**src/sv/u8css_pkg.sv**
```systemverilog
// Shared types and code point constants for the UTF-8 CSS input decoder.
package u8css_pkg;

	localparam int unsigned QUEUE_DEPTH = 4;

	localparam logic [30:0] CP_LF   = 31'h0000000A;
	localparam logic [30:0] CP_FF   = 31'h0000000C;
	localparam logic [30:0] CP_CR   = 31'h0000000D;
	localparam logic [30:0] CP_REPL = 31'h0000FFFD;

	// Work for one input byte, in the fixed order the results leave:
	// flushed LF, error mark, replayed continuation bytes, decoded point,
	// second error mark, final LF.
	typedef struct packed {
		logic        lf_first;
		logic        err_first;
		logic [2:0]  rep_n;
		logic [23:0] rep_bits;
		logic        pt_valid;
		logic [30:0] pt_val;
		logic        err_second;
		logic        lf_last;
	} job_t;

endpackage

```
**src/sv/u8css_front.sv**
```systemverilog
// Front end: decodes one byte a cycle while accept is high and classifies it into a result job.
module u8css_front import u8css_pkg::*; (
	input  logic       clk,
	input  logic       arst_n,
	input  logic       accept,
	input  logic [7:0] in_byte,
	input  logic       end_of_buffer,
	output job_t       job,
	output logic       job_valid
);

	typedef struct packed {
		logic        lf;
		logic        valid;
		logic [30:0] val;
		logic        crp;
	} point_t;

	logic [30:0] acc_q, acc_n, acc_cont;
	logic [2:0]  exp_q, exp_n;
	logic [2:0]  tak_q, tak_n, tak_inc;
	logic        crp_q, crp;
	point_t      pr;

	// Preprocess one finished code point against a pending CR.
	function automatic point_t point(input logic crp_in, input logic [30:0] cp);
		point_t r;
		r = '0;
		if (crp_in) begin
			r.lf = 1'b1;
		end
		if (crp_in && cp == CP_LF) begin
			r.valid = 1'b0;
		end else if (cp == 31'd0) begin
			r.valid = 1'b1;
			r.val   = CP_REPL;
		end else if (cp == CP_FF) begin
			r.valid = 1'b1;
			r.val   = CP_LF;
		end else if (cp == CP_CR) begin
			r.crp = 1'b1;
		end else begin
			r.valid = 1'b1;
			r.val   = cp;
		end
		return r;
	endfunction

	always_comb begin
		job      = '0;
		crp      = crp_q;
		acc_n    = acc_q;
		exp_n    = exp_q;
		tak_n    = tak_q;
		pr       = '0;
		acc_cont = {acc_q[24:0], in_byte[5:0]};
		tak_inc  = tak_q + 3'd1;
		if (exp_q != 3'd0 && in_byte[7:6] == 2'b10) begin
			acc_n = acc_cont;
			tak_n = tak_inc;
			if (tak_inc >= exp_q) begin
				pr           = point(crp, acc_cont);
				job.lf_first = pr.lf;
				job.pt_valid = pr.valid;
				job.pt_val   = pr.val;
				crp          = pr.crp;
				acc_n        = '0;
				exp_n        = 3'd0;
				tak_n        = 3'd0;
			end
		end else begin
			if (exp_q != 3'd0) begin
				// broken sequence: flag it, replay what was taken
				job.lf_first  = crp;
				crp           = 1'b0;
				job.err_first = 1'b1;
				job.rep_n     = tak_q;
				job.rep_bits  = acc_q[23:0];
				acc_n         = '0;
				exp_n         = 3'd0;
				tak_n         = 3'd0;
			end
			priority if (in_byte < 8'hC0) begin
				pr           = point(crp, {23'd0, in_byte});
				job.lf_first = job.lf_first | pr.lf;
				job.pt_valid = pr.valid;
				job.pt_val   = pr.val;
				crp          = pr.crp;
			end else if (in_byte < 8'hE0) begin
				acc_n = {26'd0, in_byte[4:0]};
				exp_n = 3'd1;
				tak_n = 3'd0;
			end else if (in_byte < 8'hF0) begin
				acc_n = {27'd0, in_byte[3:0]};
				exp_n = 3'd2;
				tak_n = 3'd0;
			end else if (in_byte < 8'hF8) begin
				acc_n = {28'd0, in_byte[2:0]};
				exp_n = 3'd3;
				tak_n = 3'd0;
			end else if (in_byte < 8'hFC) begin
				acc_n = {29'd0, in_byte[1:0]};
				exp_n = 3'd4;
				tak_n = 3'd0;
			end else if (in_byte < 8'hFE) begin
				acc_n = {30'd0, in_byte[0]};
				exp_n = 3'd5;
				tak_n = 3'd0;
			end else begin
				acc_n          = '0;
				exp_n          = 3'd0;
				tak_n          = 3'd0;
				job.lf_first   = job.lf_first | crp;
				crp            = 1'b0;
				job.err_second = 1'b1;
			end
		end
		if (end_of_buffer) begin
			if (exp_n != 3'd0) begin
				if (job.err_first) begin
					job.err_second = 1'b1;
				end else begin
					job.lf_first  = job.lf_first | crp;
					crp           = 1'b0;
					job.err_first = 1'b1;
					job.rep_n     = tak_n;
					job.rep_bits  = acc_n[23:0];
				end
			end
			if (crp) begin
				job.lf_last = 1'b1;
				crp         = 1'b0;
			end
			acc_n = '0;
			exp_n = 3'd0;
			tak_n = 3'd0;
		end
		job_valid = job.lf_first | job.err_first | (job.rep_n != 3'd0) | job.pt_valid
			| job.err_second | job.lf_last;
	end

	always_ff @(posedge clk or negedge arst_n) begin
		if (!arst_n) begin
			acc_q <= '0;
			exp_q <= 3'd0;
			tak_q <= 3'd0;
			crp_q <= 1'b0;
		end else if (accept) begin
			acc_q <= acc_n;
			exp_q <= exp_n;
			tak_q <= tak_n;
			crp_q <= crp;
		end
	end

endmodule

```
**src/sv/u8css_queue.sv**
```systemverilog
// Short job queue between the decoder front end and the result expander.
module u8css_queue import u8css_pkg::*; #(
	parameter int unsigned DEPTH = QUEUE_DEPTH
) (
	input  logic clk,
	input  logic arst_n,
	input  logic wr_en,
	input  job_t wr_job,
	output logic full,
	input  logic rd_en,
	output job_t rd_job,
	output logic empty
);

	localparam int unsigned AW = (DEPTH > 1) ? $clog2(DEPTH) : 1;
	localparam int unsigned CW = $clog2(DEPTH + 1);

	job_t          mem_q [DEPTH];
	logic [AW-1:0] wr_ptr_q, rd_ptr_q;
	logic [CW-1:0] count_q;
	logic          do_wr, do_rd;

	assign full   = (count_q == CW'(DEPTH));
	assign empty  = (count_q == '0);
	assign do_wr  = wr_en && !full;
	assign do_rd  = rd_en && !empty;
	assign rd_job = mem_q[rd_ptr_q];

	always_ff @(posedge clk) begin
		if (do_wr) begin
			mem_q[wr_ptr_q] <= wr_job;
		end
	end

	always_ff @(posedge clk or negedge arst_n) begin
		if (!arst_n) begin
			wr_ptr_q <= '0;
			rd_ptr_q <= '0;
			count_q  <= '0;
		end else begin
			if (do_wr) begin
				wr_ptr_q <= (wr_ptr_q == AW'(DEPTH - 1)) ? '0 : wr_ptr_q + AW'(1);
			end
			if (do_rd) begin
				rd_ptr_q <= (rd_ptr_q == AW'(DEPTH - 1)) ? '0 : rd_ptr_q + AW'(1);
			end
			if (do_wr && !do_rd) begin
				count_q <= count_q + CW'(1);
			end else if (do_rd && !do_wr) begin
				count_q <= count_q - CW'(1);
			end
		end
	end

endmodule

```
**src/sv/u8css_back.sv**
```systemverilog
// Back end: expands the head job into results in an output register, one per cycle unless it is stalled.
module u8css_back import u8css_pkg::*; (
	input  logic        clk,
	input  logic        arst_n,
	input  job_t        job,
	input  logic        job_empty,
	output logic        job_pop,
	input  logic        pop,
	output logic        empty,
	output logic [30:0] code_point,
	output logic        replaced,
	output logic        last_of_run
);

	logic        out_valid_q;
	logic [30:0] cp_q;
	logic        rep_q, last_q;
	logic        done_a_q, done_b_q, done_d_q, done_e_q;
	logic [2:0]  rep_cnt_q;

	logic        pa, pb, pr, pd, pe, pf;
	logic        load, emit;
	logic [30:0] nx_cp;
	logic        nx_rep, nx_last, rep_end;
	logic [2:0]  grp_full;
	logic [1:0]  grp;
	logic [5:0]  rep_six;
	logic [2:0]  sel;

	localparam logic [2:0] SEL_A = 3'd0;
	localparam logic [2:0] SEL_B = 3'd1;
	localparam logic [2:0] SEL_R = 3'd2;
	localparam logic [2:0] SEL_D = 3'd3;
	localparam logic [2:0] SEL_E = 3'd4;
	localparam logic [2:0] SEL_F = 3'd5;

	assign load = !out_valid_q || pop;
	assign emit = load && !job_empty;

	assign pa = job.lf_first & !done_a_q;
	assign pb = job.err_first & !done_b_q;
	assign pr = rep_cnt_q < job.rep_n;
	assign pd = job.pt_valid & !done_d_q;
	assign pe = job.err_second & !done_e_q;
	assign pf = job.lf_last;

	// First taken continuation byte is the most significant group.
	assign grp_full = job.rep_n - 3'd1 - rep_cnt_q;
	assign grp      = grp_full[1:0];
	assign rep_end  = (rep_cnt_q + 3'd1) >= job.rep_n;

	always_comb begin
		unique case (grp)
			2'd0: rep_six = job.rep_bits[5:0];
			2'd1: rep_six = job.rep_bits[11:6];
			2'd2: rep_six = job.rep_bits[17:12];
			default: rep_six = job.rep_bits[23:18];
		endcase
	end

	always_comb begin
		priority if (pa) begin
			sel     = SEL_A;
			nx_cp   = CP_LF;
			nx_rep  = 1'b0;
			nx_last = !(pb | pr | pd | pe | pf);
		end else if (pb) begin
			sel     = SEL_B;
			nx_cp   = CP_REPL;
			nx_rep  = 1'b1;
			nx_last = !(pr | pd | pe | pf);
		end else if (pr) begin
			sel     = SEL_R;
			nx_cp   = {23'd0, 2'b10, rep_six};
			nx_rep  = 1'b0;
			nx_last = rep_end & !(pd | pe | pf);
		end else if (pd) begin
			sel     = SEL_D;
			nx_cp   = job.pt_val;
			nx_rep  = 1'b0;
			nx_last = !(pe | pf);
		end else if (pe) begin
			sel     = SEL_E;
			nx_cp   = CP_REPL;
			nx_rep  = 1'b1;
			nx_last = !pf;
		end else begin
			sel     = SEL_F;
			nx_cp   = CP_LF;
			nx_rep  = 1'b0;
			nx_last = 1'b1;
		end
	end

	assign job_pop = emit && nx_last;

	always_ff @(posedge clk) begin
		if (emit) begin
			cp_q   <= nx_cp;
			rep_q  <= nx_rep;
			last_q <= nx_last;
		end
	end

	always_ff @(posedge clk or negedge arst_n) begin
		if (!arst_n) begin
			out_valid_q <= 1'b0;
			done_a_q    <= 1'b0;
			done_b_q    <= 1'b0;
			done_d_q    <= 1'b0;
			done_e_q    <= 1'b0;
			rep_cnt_q   <= 3'd0;
		end else begin
			if (load) begin
				out_valid_q <= !job_empty;
			end
			if (emit) begin
				if (nx_last) begin
					done_a_q  <= 1'b0;
					done_b_q  <= 1'b0;
					done_d_q  <= 1'b0;
					done_e_q  <= 1'b0;
					rep_cnt_q <= 3'd0;
				end else begin
					unique case (sel)
						SEL_A: done_a_q <= 1'b1;
						SEL_B: done_b_q <= 1'b1;
						SEL_R: rep_cnt_q <= rep_cnt_q + 3'd1;
						SEL_D: done_d_q <= 1'b1;
						SEL_E: done_e_q <= 1'b1;
						default: done_e_q <= done_e_q;
					endcase
				end
			end
		end
	end

	assign empty       = !out_valid_q;
	assign code_point  = cp_q;
	assign replaced    = rep_q;
	assign last_of_run = last_q;

endmodule

```
**src/sv/utf8_css_input_decoder.sv**
```systemverilog
// Top level of the UTF-8 decoder with CSS input preprocessing.
//
//  channel   | handshake          | payload
//  ----------+--------------------+--------------------------------------------
//  byte in   | push / full        | in_byte[7:0], end_of_buffer
//  result out| pop / empty        | code_point[30:0], replaced, last_of_run
//
// One byte is taken per cycle while the job queue has room. Each byte yields
// 0 to 7 results, delivered one per cycle while the output is not stalled; a byte
// with no result skips the queue. Replay bursts drain through the DEPTH-entry job
// queue. Each result passes through its job queue entry and then the output register.
// Reset clears the decoder state, the queue pointers and count, and the output valid flag.
// full rises only when the job queue is full; a stalled output holds its result.
module utf8_css_input_decoder import u8css_pkg::*; #(
	parameter int unsigned DEPTH = QUEUE_DEPTH
) (
	input  logic        clk,
	input  logic        arst_n,
	input  logic        push,
	output logic        full,
	input  logic [7:0]  in_byte,
	input  logic        end_of_buffer,
	output logic        empty,
	input  logic        pop,
	output logic [30:0] code_point,
	output logic        replaced,
	output logic        last_of_run
);

	logic accept;
	job_t fr_job;
	logic fr_valid;
	job_t hd_job;
	logic q_empty;
	logic q_pop;

	// Take a byte on every push transaction the queue has room for.
	assign accept = push && !full;

	u8css_front u_front (
		.clk           (clk),
		.arst_n        (arst_n),
		.accept        (accept),
		.in_byte       (in_byte),
		.end_of_buffer (end_of_buffer),
		.job           (fr_job),
		.job_valid     (fr_valid)
	);

	// Drop bytes that give no result; only real jobs enter the queue.
	u8css_queue #(
		.DEPTH (DEPTH)
	) u_queue (
		.clk    (clk),
		.arst_n (arst_n),
		.wr_en  (accept && fr_valid),
		.wr_job (fr_job),
		.full   (full),
		.rd_en  (q_pop),
		.rd_job (hd_job),
		.empty  (q_empty)
	);

	// Advance through the head job, one result per pop transaction.
	u8css_back u_back (
		.clk         (clk),
		.arst_n      (arst_n),
		.job         (hd_job),
		.job_empty   (q_empty),
		.job_pop     (q_pop),
		.pop         (pop),
		.empty       (empty),
		.code_point  (code_point),
		.replaced    (replaced),
		.last_of_run (last_of_run)
	);

endmodule
```
**config.mk**
```make
export PLATFORM = sky130hd
export DESIGN_NAME = utf8_css_input_decoder
export DESIGN_NICKNAME = d
export VERILOG_FILES = /design/src/sv/u8css_pkg.sv /design/src/sv/u8css_front.sv /design/src/sv/u8css_queue.sv /design/src/sv/u8css_back.sv /design/src/sv/utf8_css_input_decoder.sv
export SDC_FILE = /design/constraint.sdc
export NUM_CORES = 1
export LEC_CHECK = 0
export ABC_AREA = 0
export ABC_CLOCK_PERIOD_IN_PS = 6350
export BUFFER_PORTS_ARGS = -buffer_cell sky130_fd_sc_hd__buf_2
export CORE_UTILIZATION = 50
export CTS_CLUSTER_SIZE = 16
export DETAILED_ROUTE_END_ITERATION = 6
export MAX_ROUTING_LAYER = met4
export PLACE_DENSITY = 0.63
export SLEW_MARGIN = 40
export SYNTH_ARGS = -nofsm -noshare
export SYNTH_HDL_FRONTEND = slang
export SYNTH_HIERARCHICAL = 1
export SYNTH_SLANG_ARGS = --single-unit
```
**constraint.sdc**
```tcl
create_clock -name clk -period 6.35 [get_ports clk]
set_clock_uncertainty 0.2 [all_clocks]
set_input_delay 1.27 -clock clk [delete_from_list [all_inputs] [get_ports clk]]
set_output_delay 1.27 -clock clk [all_outputs]
set_load 0.1 [all_outputs]
```
==> metrics.csv <==
stage,metric,value,unit
placement,Final GP Congestion,0.9070,
drt,Routed Antenna Nets,0,
power,total power per unit cell area,506.3,nW/um2
clocking,Post-CTS Setup Inserts,0,
sta,minimum clock period,4.612,ns
worst_setup_path,end point of the critical path,u_queue/count_q[1]$_DFFE_PN0P_,
sta,Hold Slack,0.3346,ns
clocking,number of CTS-inserted buffers,36,
logic_synthesis,sequential share of the synthesized area,67.38,%
global_routing,total track usage,23.43,%
worst_setup_path,CP Launch Type,flip-flop,
run_status,status,"complete, no violations",
clocking,"Clk Latency, worst-skew pair",0.52,ns
final_layout,share of layout cells above drive strength 1,24.76,%
floorplanning,Initial Util,51.43,%
worst_setup_path,Crit Path Category,reg -> reg,
worst_setup_path,FF-to-FF End,u_queue/count_q[1]$_DFFE_PN0P_,
worst_hold_path,Worst Hold Depth,2,
sta,Worst-Margin Slew,0.8491,ns
sta,setup TNS,0,ns
logic_synthesis,Post-Syn Nets,872,
clocking,clock root buffer master,clkbuf_16,
logic_synthesis,number of enable flip-flop cells after synthesis,285,
worst_setup_path,Critical R2R Launch,u_queue/rd_ptr_q[0]$_DFFE_PN0P_,
placement,post-place instance area,15070,um2
clocking,H-Tree Depth,2,
power,peak supply drop,0.2452,mV
logic_synthesis,largest area contributor in the netlist,edfxtp_1,
logic_synthesis,Async SR Flop Fraction,14.16,%
final_layout,final core utilization,57.52,%
floorplanning,num rows,61,
sta,final setup violation count,0,
floorplanning,Die H,172.0,um
clocking,CTS max path bufs,3,
sta,Tcrit/Tclk final,72.63,%
final_layout,# diodes,0,
global_routing,first-pass GRT wire length,49250,um
logic_synthesis,Synth top area share,59.24,%
final_layout,multi-input logic area,4444,um2
logic_synthesis,"count leader, synth",edfxtp_1,
placement,Final HPWL DP,20970,um
sta,Rel. slew slack,43.27,%
sta,Max Slew Vio Count,0,
floorplanning,Die ar.,29580,um2
clocking,Post-CTS Hold Fix Bufs,0,
sta,RSZ-0062 raised after global routing,no,
clocking,clk sinks,332,
logic_synthesis,mean post-synth cell area,17.18,um2
drt,DRC Markers,0,
floorplanning,die width,172.0,um
logic_synthesis,Mapped Cells,841,
final_layout,Layout fillers,2201,
final_layout,nets,928,
worst_setup_path,CP startpoint,u_queue/rd_ptr_q[0]$_DFFE_PN0P_,
drt,WL per Instance,24.49,um
placement,dpl ws,1.539,ns
logic_synthesis,synth top area cells,"edfxtp_1, mux4_2, dfrtp_1",
logic_synthesis,Synth Flop Type,edfxtp_1,
job,maxcap violations,0,
clocking,# resized after CTS,0,
worst_setup_path,Setup crit end kind,flip-flop,
logic_synthesis,count of cell types in the netlist,88,
drt,Vias,7929,
clocking,Clock transition at path regs,0.06,ns
sta,post-route setup slack,1.738,ns
drt,drt pass-1 iters,5,
clocking,CTS tree,done,
drt,initial DRC count,698,
logic_synthesis,Synth top cells by count,"edfxtp_1, mux4_2, dfrtp_1, a22o_1, nand2_1",
worst_setup_path,crit path DAT,4.82,ns
logic_synthesis,post-synthesis register bit count,332,
global_routing,largest net degree at the start of global routing,64,
global_routing,vias in the first global route,8094,
power,Static Leak,0.005652,uW
logic_synthesis,YS warnings,6,
floorplanning,I/O Pins,48,
worst_setup_path,worst-path maximum fanout,30,
final_layout,register area,9739,um2
placement,port bufs,47,
global_routing,grt ovf,0,
sta,fmax,216.8,MHz
worst_setup_path,Worst Path Required,6.55,ns
drt,Total Wirelength,31910,um
worst_hold_path,Hold Crit Class,reg -> reg,
worst_setup_path,reg2reg setup slack,1.74,ns
final_layout,post-synthesis to final-layout area growth,11.83,%
drt,drt via density,6.085,
worst_setup_path,worst reg2reg path depth,12,
logic_synthesis,synthesized cell area,14450,um2
final_layout,"Design Area, Final",16160,um2
floorplanning,area of the core,28090,um2
sta,Final Hold Fails,0,
global_routing,initial antenna violation count,0,
## routing by layer
layer / wire [um] / up-vias / track usage [%]
met3: 2045 / 45 / 4.234
li1: - / 3526 / -
met1: 14160 / 4087 / 33.34
met2: 15170 / 271 / 35.22
met4: 537 / 0 / 5.848
met5: 0 / - / -
## sequential cells by signal, indices dropped and copies added (netlist names), 2 cells and up
register and cells:
u_queue/wr_ptr_q 2, u_front/exp_q 3, u_back/rep_cnt_q 3, u_queue/count_q 3
u_front/acc_q 25, u_queue/rd_ptr_q 2, u_back/code_point 31, u_queue/mem_q 252
u_front/tak_q 3
## power by group
| group | leakage, uW | switching [uW] | internal, uW |
|---|---|---|---|
| combinational | 0.00183 | 2070 | 1060 |
| clock | 0.000522 | 834 | 1060 |
| sequential | 0.00330 | 231 | 2910 |
## cell type report
class	instances	share of cell area, %
flip-flops and latches	332	60.28
repair buffers	61	2.200
well taps	378	2.928
clock buffers	42	5.778
multi-input cells	448	27.51
clock inverters	24	0.8829
inverters	18	0.4182
## through the flow
stage               std cells  total power (uW)
floorplan                 841              5651
global placement         1236              6272
detailed placement       1237              6346
CTS                      1303              8249
global route             1303              8555
finish                   1303              8179
## worst min path at each step
stage / start / endpoint / slack (ns)
floorplan: u_front/acc_q[24]$_DFFE_PN0P_ / u_front/acc_q[24]$_DFFE_PN0P_ / 0.28
global placement: u_back/out_valid_q$_DFFE_PN0N_ / u_back/out_valid_q$_DFFE_PN0N_ / 0.31
detailed placement: u_front/exp_q[2]$_DFFE_PN0P_ / u_front/exp_q[2]$_DFFE_PN0P_ / 0.32
CTS: u_front/exp_q[2]$_DFFE_PN0P_ / u_front/exp_q[2]$_DFFE_PN0P_ / 0.33
global route: u_front/exp_q[2]$_DFFE_PN0P_ / u_front/exp_q[2]$_DFFE_PN0P_ / 0.37
finish: u_back/out_valid_q$_DFFE_PN0N_ / u_back/out_valid_q$_DFFE_PN0N_ / 0.33
## worst max-delay path, stage by stage (launching register included)
cell and delay (ns):
dfrtp_4 0.81, mux4_2 0.61, ha_1 0.49, a21bo_1 0.25, a211oi_2 0.36, nand3_1 0.16, o21ai_1 0.22, and2_1 0.26
o31ai_2 0.14, ha_1 0.23, inv_1 0.07, fa_1 0.42, mux2_2 0.27
## cells by family after synthesis
group	count (synthesis)	synth area share, %
DFF	332	67.38
buffers and inverters	61	2.157
muxes	74	11.22
xor gates and xnor gates	6	0.4157
adders and majority gates	18	1.611
AOI/OAI and AO/OA	174	9.778
and+or+nand+nor	176	7.440
## placed cells by master, fill, tap and decap left out, types with 4 or more instances in the layout
master	instances
edfxtp_1	285
mux4_2	68
buf_2	47
a22o_1	46
dfrtp_1	45
clkbuf_16	36
nand2_1	36
and2_1	32
nor2_1	30
o21ai_0	20
inv_1	17
a21oi_1	17
ha_1	17
clkinv_1	14
a21o_1	12
buf_4	10
nand2b_1	10
nor3_1	9
nor2b_1	7
a211oi_1	7
nor4_1	7
a31oi_1	7
nand3_1	7
o21ai_1	6
clkinv_2	5
clkbuf_1	5
o31ai_1	5
nor3_2	5
o2bb2ai_1	5
xor2_1	4
o21a_1	4
a32o_1	4
buf_6	4
Note: power is estimated with default switching activity, not from simulation.
